## config.mk

```make
export PLATFORM = sky130hd
export DESIGN_NAME = pid_controller_with_rate_limit
export DESIGN_NICKNAME = d
export VERILOG_FILES = /design/src/rtl/core/pidrl_pkg.sv /design/src/rtl/core/pidrl_mul.sv /design/src/rtl/core/pid_controller_with_rate_limit.sv
export SDC_FILE = /design/constraint.sdc
export NUM_CORES = 2
export LEC_CHECK = 0
export BUFFER_PORTS_ARGS = -buffer_cell sky130_fd_sc_hd__buf_2
export CORE_MARGIN = 2
export CORE_UTILIZATION = 50
export CTS_CLUSTER_SIZE = 24
export DETAILED_ROUTE_END_ITERATION = 8
export PLACE_DENSITY = 0.62
export SETUP_SLACK_MARGIN = 0.05
export SYNTH_ARGS = -nofsm -noshare
export SYNTH_HDL_FRONTEND = slang
export SYNTH_HIERARCHICAL = 1
export SYNTH_SLANG_ARGS = --single-unit
```

## constraint.sdc

```tcl
create_clock -name aclk -period 6.6 [get_ports aclk]
set_clock_uncertainty 0.15 [all_clocks]
set_input_delay 1.32 -clock aclk [delete_from_list [all_inputs] [get_ports aclk]]
set_output_delay 1.32 -clock aclk [all_outputs]
set_load 0.05 [all_outputs]
```

## src/rtl/core/pidrl_pkg.sv

```systemverilog
// Shared types and constants for the rate-limited PID controller.
// No dependencies; used by pidrl_mul, the top level and the testbench.
package pidrl_pkg;

    localparam int DATA_WIDTH_DEF = 32;
    localparam int FRAC_BITS_DEF  = 16;

    localparam int IO_W       = 32;
    localparam int GAIN_W     = 24;
    localparam int PERIOD_W   = 16;
    localparam int LIMIT_W    = 16;
    localparam int COUNT_W    = 16;
    localparam int CFG_ADDR_W = 3;
    localparam int CFG_DATA_W = 24;

    // product scaling: gains, weights and period are Q.16, inverse period Q.8
    localparam int QF_GAIN = 16;
    localparam int QF_INV  = 8;

    localparam logic [CFG_ADDR_W-1:0] CFG_PROP_GAIN  = 3'd0;
    localparam logic [CFG_ADDR_W-1:0] CFG_INTEG_GAIN = 3'd1;
    localparam logic [CFG_ADDR_W-1:0] CFG_DERIV_GAIN = 3'd2;
    localparam logic [CFG_ADDR_W-1:0] CFG_PERIOD     = 3'd3;
    localparam logic [CFG_ADDR_W-1:0] CFG_INV_PERIOD = 3'd4;
    localparam logic [CFG_ADDR_W-1:0] CFG_SETTLE_LIM = 3'd5;

    localparam logic [GAIN_W-1:0]   PROP_GAIN_RST  = 24'd65536;
    localparam logic [GAIN_W-1:0]   INTEG_GAIN_RST = 24'd0;
    localparam logic [GAIN_W-1:0]   DERIV_GAIN_RST = 24'd0;
    localparam logic [PERIOD_W-1:0] PERIOD_RST     = 16'd655;
    localparam logic [GAIN_W-1:0]   INV_PERIOD_RST = 24'd25600;
    localparam logic [LIMIT_W-1:0]  SETTLE_LIM_RST = 16'd50;

    // derivative filter weights, Q0.16: 0.9 and 0.1
    localparam logic [GAIN_W-1:0] W_KEEP = 24'd58982;
    localparam logic [GAIN_W-1:0] W_NEW  = 24'd6554;

    localparam logic [COUNT_W-1:0] COUNT_MAX = 16'hFFFF;

    typedef struct packed {
        logic start;
        logic narrow;   // scale by 2^-8 instead of 2^-16
    } mul_ctl_t;

endpackage

```

## src/rtl/core/pidrl_mul.sv

```systemverilog
// Digit-serial saturating multiplier: signed data value times unsigned 24-bit
// coefficient, two multiplier bits per cycle, truncated toward zero.
// Depends on pidrl_pkg.
module pidrl_mul import pidrl_pkg::*; #(
    parameter int DATA_WIDTH = DATA_WIDTH_DEF
) (
    input  logic                         aclk,
    input  logic                         aresetn,
    input  mul_ctl_t                     ctl,
    input  logic signed [DATA_WIDTH-1:0] a,
    input  logic        [GAIN_W-1:0]     g,
    output logic                         done,
    output logic signed [DATA_WIDTH-1:0] result
);

    localparam int DIGITS = (DATA_WIDTH + 1) / 2;
    localparam int MW     = 2 * DIGITS;
    localparam int PW     = GAIN_W + MW;
    localparam int QW     = PW - QF_INV;
    localparam int SW     = GAIN_W + 2;
    localparam int CW     = $clog2(DIGITS);
    localparam logic [CW-1:0] LAST = CW'(DIGITS - 1);
    localparam logic [DATA_WIDTH-1:0] LIM  = {1'b1, {(DATA_WIDTH-1){1'b0}}};
    localparam logic [DATA_WIDTH-1:0] DMAX = {1'b0, {(DATA_WIDTH-1){1'b1}}};

    typedef enum logic [1:0] {M_IDLE, M_RUN, M_ROUND} mstate_t;

    mstate_t                         state_reg;
    logic        [CW-1:0]            cnt_reg;
    logic        [GAIN_W-1:0]        hi_reg;
    logic        [MW-1:0]            lo_reg;
    logic        [GAIN_W-1:0]        g_reg;
    logic                            neg_reg;
    logic                            narrow_reg;
    logic                            done_reg;
    logic signed [DATA_WIDTH-1:0]    result_reg;

    logic [DATA_WIDTH-1:0] a_u;
    logic [DATA_WIDTH-1:0] mag;
    logic [SW-1:0]         addend;
    logic [SW-1:0]         sum;
    logic [PW-1:0]         product;
    logic [QW-1:0]         q;
    logic                  ovf;
    logic [DATA_WIDTH-1:0] qc;
    logic [DATA_WIDTH-1:0] res;

    always_comb begin
        a_u     = a;
        mag     = a_u[DATA_WIDTH-1] ? (~a_u + DATA_WIDTH'(1)) : a_u;
        addend  = ({2'b00, g_reg} & {SW{lo_reg[0]}})
                + ({1'b0, g_reg, 1'b0} & {SW{lo_reg[1]}});
        sum     = {2'b00, hi_reg} + addend;
        product = {hi_reg, lo_reg};
        q       = narrow_reg ? product[PW-1:QF_INV]
                             : {{(QF_GAIN-QF_INV){1'b0}}, product[PW-1:QF_GAIN]};
        ovf     = |q[QW-1:DATA_WIDTH-1];
        qc      = ovf ? LIM : q[DATA_WIDTH-1:0];
        if (neg_reg) begin
            res = ~qc + DATA_WIDTH'(1);
        end else begin
            res = ovf ? DMAX : qc;
        end
    end

    always_ff @(posedge aclk) begin
        if (!aresetn) begin
            state_reg <= M_IDLE;
            done_reg  <= 1'b0;
            cnt_reg   <= '0;
        end else begin
            done_reg <= (state_reg == M_ROUND);
            unique case (state_reg)
                M_IDLE: begin
                    if (ctl.start) begin
                        lo_reg     <= MW'(mag);
                        hi_reg     <= '0;
                        g_reg      <= g;
                        neg_reg    <= a_u[DATA_WIDTH-1];
                        narrow_reg <= ctl.narrow;
                        cnt_reg    <= '0;
                        state_reg  <= M_RUN;
                    end
                end
                M_RUN: begin
                    hi_reg  <= sum[SW-1:2];
                    lo_reg  <= {sum[1:0], lo_reg[MW-1:2]};
                    cnt_reg <= cnt_reg + CW'(1);
                    if (cnt_reg == LAST) begin
                        state_reg <= M_ROUND;
                    end
                end
                M_ROUND: begin
                    result_reg <= res;
                    state_reg  <= M_IDLE;
                end
                default: begin
                    state_reg <= M_IDLE;
                end
            endcase
        end
    end

    assign done   = done_reg;
    assign result = result_reg;

endmodule

```

## src/rtl/core/pid_controller_with_rate_limit.sv

```systemverilog
// Top level of the rate-limited PID controller with dead band, clamped
// integral, filtered derivative and settle detection.
// Depends on pidrl_pkg and pidrl_mul.

// One error sample in, one drive value out. All seven products of a request
// go one after another through a single multiplier that consumes two bits
// of the data operand per cycle. One request is worked on at a time; a new
// one is taken as soon as the previous result sits in the output register,
// and a result held back by m_ready stalls only the final hand-over.
// Configuration is written through cfg_wr_en/cfg_addr/cfg_wdata; the user
// must write it only while no request is in flight, as the block itself
// does not enforce this. Writes to unknown indexes are dropped.
module pid_controller_with_rate_limit import pidrl_pkg::*; #(
    parameter int DATA_WIDTH = DATA_WIDTH_DEF,
    parameter int FRAC_BITS  = FRAC_BITS_DEF
) (
    input  logic                    aclk,
    input  logic                    aresetn,
    input  logic                    cfg_wr_en,
    input  logic [CFG_ADDR_W-1:0]   cfg_addr,
    input  logic [CFG_DATA_W-1:0]   cfg_wdata,
    input  logic                    s_valid,
    output logic                    s_ready,
    input  logic signed [IO_W-1:0]  s_error_in,
    output logic                    m_valid,
    input  logic                    m_ready,
    output logic signed [IO_W-1:0]  m_drive,
    output logic                    m_settled
);

    localparam int AW = DATA_WIDTH + 2;

    localparam logic [63:0] DMAX_U   = (64'd1 << (DATA_WIDTH - 1)) - 64'd1;
    localparam logic [63:0] DEAD_U   = ((64'd5 << FRAC_BITS) + 64'd50) / 64'd100;
    localparam logic [63:0] NEAR_U   = ((64'd7 << FRAC_BITS) + 64'd5) / 64'd10;
    localparam logic [63:0] ILIM_RAW = 64'd100 << FRAC_BITS;
    localparam logic [63:0] ILIM_U   = (ILIM_RAW > DMAX_U) ? DMAX_U : ILIM_RAW;
    localparam logic [63:0] STEP_RAW = 64'd1 << (FRAC_BITS - 1);
    localparam logic [63:0] STEP_CAP = 64'd1 << DATA_WIDTH;
    localparam logic [63:0] STEP_U   = (STEP_RAW > STEP_CAP) ? STEP_CAP : STEP_RAW;

    localparam logic signed [63:0]   DMAX_S  = DMAX_U;
    localparam logic signed [63:0]   DMIN_S  = ~DMAX_S;
    localparam logic signed [AW-1:0] DMAX_A  = DMAX_U[AW-1:0];
    localparam logic signed [AW-1:0] DMIN_A  = ~DMAX_A;
    localparam logic signed [AW-1:0] ILIM_A  = ILIM_U[AW-1:0];
    localparam logic signed [AW-1:0] NILIM_A = -ILIM_A;
    localparam logic signed [AW-1:0] STEP_A  = STEP_U[AW-1:0];
    localparam logic signed [AW-1:0] NSTEP_A = -STEP_A;

    typedef enum logic [2:0] {
        ST_IDLE, ST_LAUNCH, ST_WAIT, ST_LIMIT, ST_COUNT, ST_OUTPUT
    } state_t;

    typedef enum logic [2:0] {
        OP_INTEG, OP_SLOPE, OP_KEEP, OP_NEW, OP_PROP, OP_IGAIN, OP_DGAIN
    } op_t;

    function automatic logic signed [AW-1:0] ext_a(input logic signed [DATA_WIDTH-1:0] v);
        return {{2{v[DATA_WIDTH-1]}}, v};
    endfunction

    function automatic logic signed [DATA_WIDTH-1:0] sat_a(input logic signed [AW-1:0] v);
        logic signed [DATA_WIDTH-1:0] r;
        if (v > DMAX_A) begin
            r = DMAX_A[DATA_WIDTH-1:0];
        end else if (v < DMIN_A) begin
            r = DMIN_A[DATA_WIDTH-1:0];
        end else begin
            r = v[DATA_WIDTH-1:0];
        end
        return r;
    endfunction

    // configuration
    logic [GAIN_W-1:0]   kp_reg;
    logic [GAIN_W-1:0]   ki_reg;
    logic [GAIN_W-1:0]   kd_reg;
    logic [PERIOD_W-1:0] period_reg;
    logic [GAIN_W-1:0]   inv_reg;
    logic [LIMIT_W-1:0]  limit_reg;

    // controller state and working registers
    state_t                       state_reg;
    op_t                          op_reg;
    logic signed [DATA_WIDTH-1:0] err_reg;
    logic signed [DATA_WIDTH-1:0] prev_reg;
    logic signed [DATA_WIDTH-1:0] integ_reg;
    logic signed [DATA_WIDTH-1:0] slope_reg;
    logic signed [DATA_WIDTH-1:0] fs_reg;
    logic signed [AW-1:0]         acc_reg;
    logic signed [DATA_WIDTH-1:0] last_drive_reg;
    logic [COUNT_W-1:0]           count_reg;
    logic                         m_valid_reg;
    logic signed [IO_W-1:0]       m_drive_reg;
    logic                         m_settled_reg;

    // multiplier link
    mul_ctl_t                     mul_ctl;
    logic signed [DATA_WIDTH-1:0] mul_a;
    logic        [GAIN_W-1:0]     mul_g;
    logic                         mul_done;
    logic signed [DATA_WIDTH-1:0] mul_res;

    logic signed [DATA_WIDTH-1:0] err_sat;
    logic        [DATA_WIDTH-1:0] err_mag;
    logic signed [DATA_WIDTH-1:0] err_db;
    logic signed [DATA_WIDTH-1:0] diff;
    logic signed [AW-1:0]         r_a;
    logic signed [AW-1:0]         integ_sum;
    logic signed [DATA_WIDTH-1:0] integ_next;
    logic signed [DATA_WIDTH-1:0] fs_next;
    logic signed [AW-1:0]         acc_next;
    logic signed [DATA_WIDTH-1:0] drive_raw;
    logic signed [AW-1:0]         delta;
    logic signed [AW-1:0]         drive_lim;
    logic signed [DATA_WIDTH-1:0] last_drive_next;
    logic        [DATA_WIDTH-1:0] ld_mag;
    logic                         near_zero;

    // input conditioning: saturate to data range, then dead band
    always_comb begin
        if (64'(s_error_in) > DMAX_S) begin
            err_sat = DMAX_A[DATA_WIDTH-1:0];
        end else if (64'(s_error_in) < DMIN_S) begin
            err_sat = DMIN_A[DATA_WIDTH-1:0];
        end else begin
            err_sat = DATA_WIDTH'(s_error_in);
        end
        err_mag = err_sat[DATA_WIDTH-1] ? (~err_sat + DATA_WIDTH'(1)) : err_sat;
        err_db  = (64'(err_mag) < DEAD_U) ? '0 : err_sat;
    end

    // operand select for the shared multiplier
    always_comb begin
        diff           = sat_a(ext_a(err_reg) - ext_a(prev_reg));
        mul_a          = err_reg;
        mul_g          = '0;
        mul_ctl.start  = (state_reg == ST_LAUNCH);
        mul_ctl.narrow = 1'b0;
        unique case (op_reg)
            OP_INTEG: begin
                mul_a = err_reg;
                mul_g = GAIN_W'(period_reg);
            end
            OP_SLOPE: begin
                mul_a          = diff;
                mul_g          = inv_reg;
                mul_ctl.narrow = 1'b1;
            end
            OP_KEEP: begin
                mul_a = fs_reg;
                mul_g = W_KEEP;
            end
            OP_NEW: begin
                mul_a = slope_reg;
                mul_g = W_NEW;
            end
            OP_PROP: begin
                mul_a = err_reg;
                mul_g = kp_reg;
            end
            OP_IGAIN: begin
                mul_a = integ_reg;
                mul_g = ki_reg;
            end
            OP_DGAIN: begin
                mul_a = fs_reg;
                mul_g = kd_reg;
            end
            default: begin
                mul_a = err_reg;
                mul_g = '0;
            end
        endcase
    end

    // result combining, clamps and rate limit
    always_comb begin
        r_a       = ext_a(mul_res);
        integ_sum = ext_a(integ_reg) + r_a;
        if (integ_sum > ILIM_A) begin
            integ_next = ILIM_A[DATA_WIDTH-1:0];
        end else if (integ_sum < NILIM_A) begin
            integ_next = NILIM_A[DATA_WIDTH-1:0];
        end else begin
            integ_next = integ_sum[DATA_WIDTH-1:0];
        end
        acc_next  = acc_reg + r_a;
        fs_next   = sat_a(acc_next);

        drive_raw = sat_a(acc_reg);
        delta     = ext_a(drive_raw) - ext_a(last_drive_reg);
        priority if (delta > STEP_A) begin
            drive_lim = ext_a(last_drive_reg) + STEP_A;
        end else if (delta < NSTEP_A) begin
            drive_lim = ext_a(last_drive_reg) + NSTEP_A;
        end else begin
            drive_lim = ext_a(drive_raw);
        end
        last_drive_next = sat_a(drive_lim);

        ld_mag    = last_drive_reg[DATA_WIDTH-1] ? (~last_drive_reg + DATA_WIDTH'(1))
                                                 : last_drive_reg;
        near_zero = (64'(ld_mag) < NEAR_U);
    end

    pidrl_mul #(
        .DATA_WIDTH (DATA_WIDTH)
    ) u_mul (
        .aclk    (aclk),
        .aresetn (aresetn),
        .ctl     (mul_ctl),
        .a       (mul_a),
        .g       (mul_g),
        .done    (mul_done),
        .result  (mul_res)
    );

    always_ff @(posedge aclk) begin
        if (!aresetn) begin
            kp_reg         <= PROP_GAIN_RST;
            ki_reg         <= INTEG_GAIN_RST;
            kd_reg         <= DERIV_GAIN_RST;
            period_reg     <= PERIOD_RST;
            inv_reg        <= INV_PERIOD_RST;
            limit_reg      <= SETTLE_LIM_RST;
            state_reg      <= ST_IDLE;
            op_reg         <= OP_INTEG;
            err_reg        <= '0;
            prev_reg       <= '0;
            integ_reg      <= '0;
            slope_reg      <= '0;
            fs_reg         <= '0;
            acc_reg        <= '0;
            last_drive_reg <= '0;
            count_reg      <= '0;
            m_valid_reg    <= 1'b0;
        end else begin
            if (cfg_wr_en) begin
                unique case (cfg_addr)
                    CFG_PROP_GAIN:  kp_reg     <= cfg_wdata[GAIN_W-1:0];
                    CFG_INTEG_GAIN: ki_reg     <= cfg_wdata[GAIN_W-1:0];
                    CFG_DERIV_GAIN: kd_reg     <= cfg_wdata[GAIN_W-1:0];
                    CFG_PERIOD:     period_reg <= cfg_wdata[PERIOD_W-1:0];
                    CFG_INV_PERIOD: inv_reg    <= cfg_wdata[GAIN_W-1:0];
                    CFG_SETTLE_LIM: limit_reg  <= cfg_wdata[LIMIT_W-1:0];
                    default: begin
                    end
                endcase
            end

            if (m_valid_reg && m_ready && (state_reg != ST_OUTPUT)) begin
                m_valid_reg <= 1'b0;
            end

            unique case (state_reg)
                ST_IDLE: begin
                    if (s_valid) begin
                        err_reg   <= err_db;
                        op_reg    <= OP_INTEG;
                        state_reg <= ST_LAUNCH;
                    end
                end
                ST_LAUNCH: begin
                    state_reg <= ST_WAIT;
                end
                ST_WAIT: begin
                    if (mul_done) begin
                        unique case (op_reg)
                            OP_INTEG: integ_reg <= integ_next;
                            OP_SLOPE: slope_reg <= mul_res;
                            OP_KEEP:  acc_reg   <= r_a;
                            OP_NEW: begin
                                fs_reg   <= fs_next;
                                prev_reg <= err_reg;
                            end
                            OP_PROP:  acc_reg   <= r_a;
                            OP_IGAIN: acc_reg   <= acc_next;
                            OP_DGAIN: acc_reg   <= acc_next;
                            default: begin
                            end
                        endcase
                        if (op_reg == OP_DGAIN) begin
                            state_reg <= ST_LIMIT;
                        end else begin
                            op_reg    <= op_t'(op_reg + 3'd1);
                            state_reg <= ST_LAUNCH;
                        end
                    end
                end
                ST_LIMIT: begin
                    last_drive_reg <= last_drive_next;
                    state_reg      <= ST_COUNT;
                end
                ST_COUNT: begin
                    if (near_zero && (count_reg != COUNT_MAX)) begin
                        count_reg <= count_reg + COUNT_W'(1);
                    end
                    state_reg <= ST_OUTPUT;
                end
                ST_OUTPUT: begin
                    if (!m_valid_reg || m_ready) begin
                        m_valid_reg   <= 1'b1;
                        m_drive_reg   <= IO_W'(last_drive_reg);
                        m_settled_reg <= (count_reg > limit_reg);
                        state_reg     <= ST_IDLE;
                    end
                end
                default: begin
                    state_reg <= ST_IDLE;
                end
            endcase
        end
    end

    assign s_ready   = (state_reg == ST_IDLE);
    assign m_valid   = m_valid_reg;
    assign m_drive   = m_drive_reg;
    assign m_settled = m_settled_reg;

endmodule

```

### After elaboration in Yosys (flattened, before gate mapping)

Index checks and enable logic that the tools add are counted.

* $mul: 0
* multiplexer cells: 47
* order comparisons: 17
* reductions and logical operators: 36
* shifts and indexed selects: 0
* bitwise gates (word level): 6
* divide/modulo/power cells: 0
* add/sub/neg operators: 15
* equality and inequality tests: 27

Operators by type and width (number)
* 32-bit 2-to-1 mux: 20
* 24-bit one-hot mux with 7 select lines: 1
* 32-bit NOT: 4
* 32-bit one-hot mux with 4 select lines: 1
* 34-bit by 32-bit greater-than comparator with 1-bit output (second input constant): 3
* 34-bit by 32-bit less-than comparator with 1-bit output (second input constant): 3
* 34-bit 2-to-1 mux: 2
* 34-bit one-hot mux with 2 select lines: 1
* 32-bit by 32-bit subtractor with 33-bit output: 2
* 32-bit by 1-bit adder with 32-bit output (second input constant): 2
* 32-bit by 2-bit adder with 32-bit output (second input constant): 2
* 32-bit one-hot mux with 2 select lines: 1
* 48-bit 2-to-1 mux: 1
* 24-bit one-hot mux with 2 select lines: 1
* 34-bit by 32-bit adder with 34-bit output: 1
* 32-bit by 16-bit adder with 33-bit output (second input constant): 1
* 32-bit by 17-bit adder with 33-bit output (second input constant): 1
* 32-bit by 32-bit adder with 33-bit output: 1
* 33-bit by 17-bit greater-than comparator with 1-bit output (second input constant): 1
* 33-bit by 24-bit greater-than comparator with 1-bit output (second input constant): 1
* 33-bit by 32-bit greater-than comparator with 1-bit output (second input constant): 1
* 33-bit by 16-bit less-than comparator with 1-bit output (second input constant): 1
* 33-bit by 24-bit less-than comparator with 1-bit output (second input constant): 1
* 33-bit by 32-bit less-than comparator with 1-bit output (second input constant): 1
* other kinds (42): 94

* bits in latches: 0
* memories kept: 0
* output and inout port bits: 35
* input bits: 64
* memory bits (read-only): 0
* word-level logic and storage cells: 176
* memory bits (writable): 0
* flip-flop bits (word level): 531

### Depth between registers and ports, before layout

* depth in word-level cells: 10
* gate-level depth with buffers: 26
* gate-level depth less buffers: 25

### Cells and area by module

The synthesis kept the hierarchy.

By module, submodules not included
* pid_controller_with_rate_limit: times used 1, seq. area each 8538.2 µm², cells each 3601, area each 26889.5 µm²
* pidrl_mul: times used 1, seq. area each 3563.4 µm², cells each 872, area each 8673.3 µm²

### Worst setup path after synthesis

Ideal clock, no wire load.

* kind: input to register
* start: input aresetn
* end: register u_mul.hi_reg[0], enable pin
* data arrival time: 5386 ps
* stages on the path: 1
* path slack: 514 ps
* cell sequence: nor3b_1

* longest elaborated chain between the ends: 1

Ends and longest elaborated chain
* from (decl): line pid_controller_with_rate_limit.sv:18 `input logic aresetn,`
* 3-bit AND reduction (no line)
* to (signal assigned): line pidrl_mul.sv:86 `hi_reg <= sum[SW-1:2];`
* to (decl): line pidrl_mul.sv:30 `logic [GAIN_W-1:0] hi_reg;`

No other way between the ends.
A chain may end at the register's enable or synchronous reset.

### Worst setup path after layout

* start: register err_reg[12]
* end: register u_mul.lo_reg[28], data pin

* longest elaborated chain between the ends: 10
* elaborated cells on any way between the ends: 11

Ends and longest elaborated chain
* from (decl): line pid_controller_with_rate_limit.sv:86 `logic signed [DATA_WIDTH-1:0] err_reg;`
* from (signal assigned): line pid_controller_with_rate_limit.sv:260 `err_reg <= err_db;`
* 32-bit by 32-bit subtractor with 33-bit output: line pid_controller_with_rate_limit.sv:136 `diff = sat_a(ext_a(err_reg) - ext_a(prev_reg));`
* 33-bit by 32-bit less-than comparator with 1-bit output: line pid_controller_with_rate_limit.sv:67 `end else if (v < DMIN_A) begin`
* 32-bit 2-to-1 mux: line pid_controller_with_rate_limit.sv:67
* 32-bit 2-to-1 mux: line pid_controller_with_rate_limit.sv:65 `if (v > DMAX_A) begin`
* 32-bit one-hot mux with 4 select lines (*): line pid_controller_with_rate_limit.sv:141 `unique case (op_reg)`
* net mul_a[12]: line pid_controller_with_rate_limit.sv:100 `logic signed [DATA_WIDTH-1:0] mul_a;`
* 32-bit NOT (*): line pidrl_mul.sv:50 `mag = a_u[DATA_WIDTH-1] ? (~a_u + DATA_WIDTH'(1)) : a_u;`
* 32-bit by 1-bit adder with 32-bit output (*): line pidrl_mul.sv:50
* 32-bit 2-to-1 mux (*): line pidrl_mul.sv:50
* 32-bit 2-to-1 mux (*): line pidrl_mul.sv:75 `if (ctl.start) begin`
* 32-bit one-hot mux with 2 select lines (*): line pidrl_mul.sv:73 `unique case (state_reg)`
* to (signal assigned): line pidrl_mul.sv:76 `lo_reg <= MW'(mag);`
* to (signal assigned): line pidrl_mul.sv:87 `lo_reg <= {sum[1:0], lo_reg[MW-1:2]};`
* to (decl): line pidrl_mul.sv:31 `logic [MW-1:0] lo_reg;`

The timed path passes the listed nets; every way through them passes the cells marked *. The select of a mux whose other input is x is not followed.

==> flow_summary_export.csv <==
group,metric,value,unit
cells_and_area,final_nets,4698,
timing,maxSlewHeadroom,22.40,%
cells_and_area,stdcell_area,38960,um2
worst_setup_path,r2r-start,"err_reg[12]",
timing,tns,0,ps
yosys,yosysUniqueCellTypes,101,
worst_setup_path,start_kind,"flip-flop",
worst_hold_path,hold_end,"ki_reg[7]",
drt,antenna_left,0,
timing,setup_viol,0,
drt,vias,33140,
cells_and_area,final_util,55.45,%
cts,clk_pin_slew,60,ps
drt,drc,0,
die,dieArea,73280,um2
worst_setup_path,reg2reg_slack,400,ps
grt,grt_max_degree,175,
place,place_area,36780,um2
worst_setup_path,cp_cell_sequence,"ha_1 > a21o_1 > a21o_1 > a21o_1 > or4_1 > o211ai_1 > a41oi_1 > o21ai_0 > nand2b_1 > a21o_1 > and2_1 > a22oi_1 > o2bb2ai_1 > a21boi_2 > buf_6 > a31oi_1 > or4_4 > nor4b_1 > buf_4 > nand4_1 > buf_4 > o31ai_2 > xor2_1 > a21oi_1",
yosys,synth_warnings,6,
die,core_area,70270,um2
drt,wl,111200,um
place,gp_congestion,0.9637,
timing,fmax,161.3,MHz
worst_setup_path,end_kind,"flip-flop",
cts,cts_max_level,2,
yosys,syn_inst,4473,
cts,tritoncts,"done",
worst_setup_path,path_common_cell,"a21o_1",
worst_setup_path,path_class,"reg2reg",
cells_and_area,drive_gt1_share,8.943,%
cts,cts_buffer_depth,3,
worst_setup_path,critPathBufInv,3,
place,dpl.hpwl,80490,um
worst_setup_path,slowest_stage,"or4_4",
yosys,synth_edf_count,147,
yosys,synthMostInstantiatedCell,"nand2_1",
yosys,synth_top_cell_area_share,21.62,%
grt,globalRouteOverflowTotal,0,
worst_setup_path,worstPathMaxFanout,11,
power_and_ir_drop,power_density,268.8,nW/um2
yosys,synth.top_cells.by_area,"dfxtp_1 (22%), edfxtp_1 (12%), nand2_1 (7.7%), ha_1 (6.4%), a21oi_1 (6.4%)",
worst_hold_path,worstHoldStart,"ki_reg[7]",
yosys,async_flop_share,0,%
drt,wl_per_cell,20.53,um
yosys,synth_ff_type,"dfxtp_1",
die,die_w,270.7,um
drt,dr.first_iter.drc_count,3419,
cts,clock_latency,660,ps
power_and_ir_drop,p_leak,15.03,nW
cts,clockRootBuffer,"clkbuf_16",
die,row_count,97,
cts,numCtsBuffers,60,
die,die_y,270.7,um
grt,grt_usage,29.54,%
cells_and_area,area_growth,9.563,%
yosys,yosys-top-cells-count,"nand2_1 (733), a21oi_1 (453), dfxtp_1 (384), nor2_1 (348), o21ai_0 (264)",
job,drv_cap,0,
die,start_util,50.61,%
place,port_buffers,98,
power_and_ir_drop,p_total,10.47,mW
drt,viasPerCell,6.121,
yosys,synth_nets,4748,
worst_setup_path,timing.rr.end,"u_mul/lo_reg[28]",
worst_hold_path,whs_path_depth,2,
yosys,synth_seq_cells,531,
die,ios,99,
cells_and_area,largest_reg_flops,34,
grt,grt_pass1_vias,30670,
timing,hold_viol,0,
cts,hold_buffers,0,
drt,firstDrtPassIters,6,
yosys,syn_avg_cell_area,7.951,um2
timing,period_share,93.91,%
grt,grt_pass1_wl,174900,um
worst_setup_path,worst-r2r-cell-count,24,
timing,slew_violations,0,
grt,antenna_found_initial,0,
worst_hold_path,min_path_type,"reg2reg",
power_and_ir_drop,ir_drop,0.0002391,V
yosys,synth_area,35560,um2
yosys,ys_seq_area_share,34.03,%
cells_and_area,diodes,0,
worst_setup_path,cpPeakStageDelay,610,ps
yosys,synth_top_area_cell,"dfxtp_1",
cts,cts_sinks,531,
worst_setup_path,crit_family,"compound AO/OA/AOI/OAI gates",
worst_setup_path,worstPathRequired,6770,ps
worst_setup_path,crit_arrival,6370,ps
timing,worst_pin_slew,1164,ps
timing,min_period,6198,ps
status,status,"finished, final reports clean",
## per-stage QoR
step / instances / hold slack, ps / setup slack [ps]
detailed placement: 5298 / 293.2 / 252.7
global placement: 5298 / 288.7 / 424.7
CTS: 5410 / 301.5 / 217.9
floorplan: 4473 / 256.4 / 513.8
finish: 5413 / 301.8 / 402.0
global route: 5413 / 316.9 / -20.65
## logic make-up (layout without fill, tap and decap cells)
| kind of cell | Yosys count | after routing | share of synthesized area, % |
|---|---|---|---|
| flops | 531 | 531 | 34.03 |
| simple gates | 1682 | 1682 | 21.77 |
| fa+ha+maj | 242 | 242 | 8.887 |
| buf+inv | 439 | 439 | 4.806 |
| mux | 67 | 67 | 1.970 |
| xor+xnor | 155 | 155 | 3.817 |
| compound gates | 1357 | 1357 | 24.72 |
## worst max-delay path by stage
stage / start / endpoint / slack, ps / cells past startpoint
after floorplan: aresetn / u_mul/hi_reg[0] / 510 / 1
after global routing: prev_reg[1] / u_mul/lo_reg[29] / -20 / 24
final: err_reg[12] / u_mul/lo_reg[28] / 400 / 24
after global placement: prev_reg[12] / u_mul/lo_reg[29] / 420 / 23
after detailed placement: prev_reg[12] / u_mul/lo_reg[29] / 250 / 24
after CTS: prev_reg[12] / u_mul/lo_reg[29] / 220 / 24
## cell type report
cell class / count / area, um2
fillers: 6709 / 31310
multi-input cells: 3503 / 21900
flip-flops and latches: 531 / 12100
clock buffers: 92 / 1812
well taps: 940 / 1176
repair buffers: 174 / 1090
inverters: 153 / 581.8
clock inverters: 20 / 297.8
## worst min-delay path, cell delays in order, from the launching register on
cell     delay, ps
dfxtp_1        300
nand2_1         50
a21oi_1         50
## report_power, final
group          internal, mW  leakage, nW  total [mW]  switching, mW
clock                  2.09         1.03        3.53           1.43
combinational          1.31         9.53        3.26           1.95
sequential             3.51         4.47        3.69          0.175
total                  6.92         15.0        10.5           3.56
## cell usage in the layout (no fill, tap or decap), types with 43 or more instances in the layout
master     instances
a21o_1            77
a21oi_1          452
a22oi_1           55
a31oi_1           70
and2_1            74
buf_2             98
buf_4             73
clkbuf_16         62
dfxtp_1          383
edfxtp_1         147
ha_1             180
inv_1            149
mux2i_1           43
nand2_1          733
nand2b_1          45
nand3_1          115
nand4_1           51
nor2_1           342
nor3_1            82
o21ai_0          264
xnor2_1           67
xor2_1            88
## metal layers
layer  GRT usage, %  vias to the layer above  routed length, um
met2          47.27                     1087              50030
met5              0                        -                  0
met1          41.98                    15750              51180
met4          7.444                        0               2510
met3          3.941                      155               7431
li1               -                    16140                  -
## repair_timing
action                                  CTS  global route
endpoints found under the setup margin    0             5
resized for setup                         0             9
setup buffers                             0             2
(Power assumes the default switching activity.)
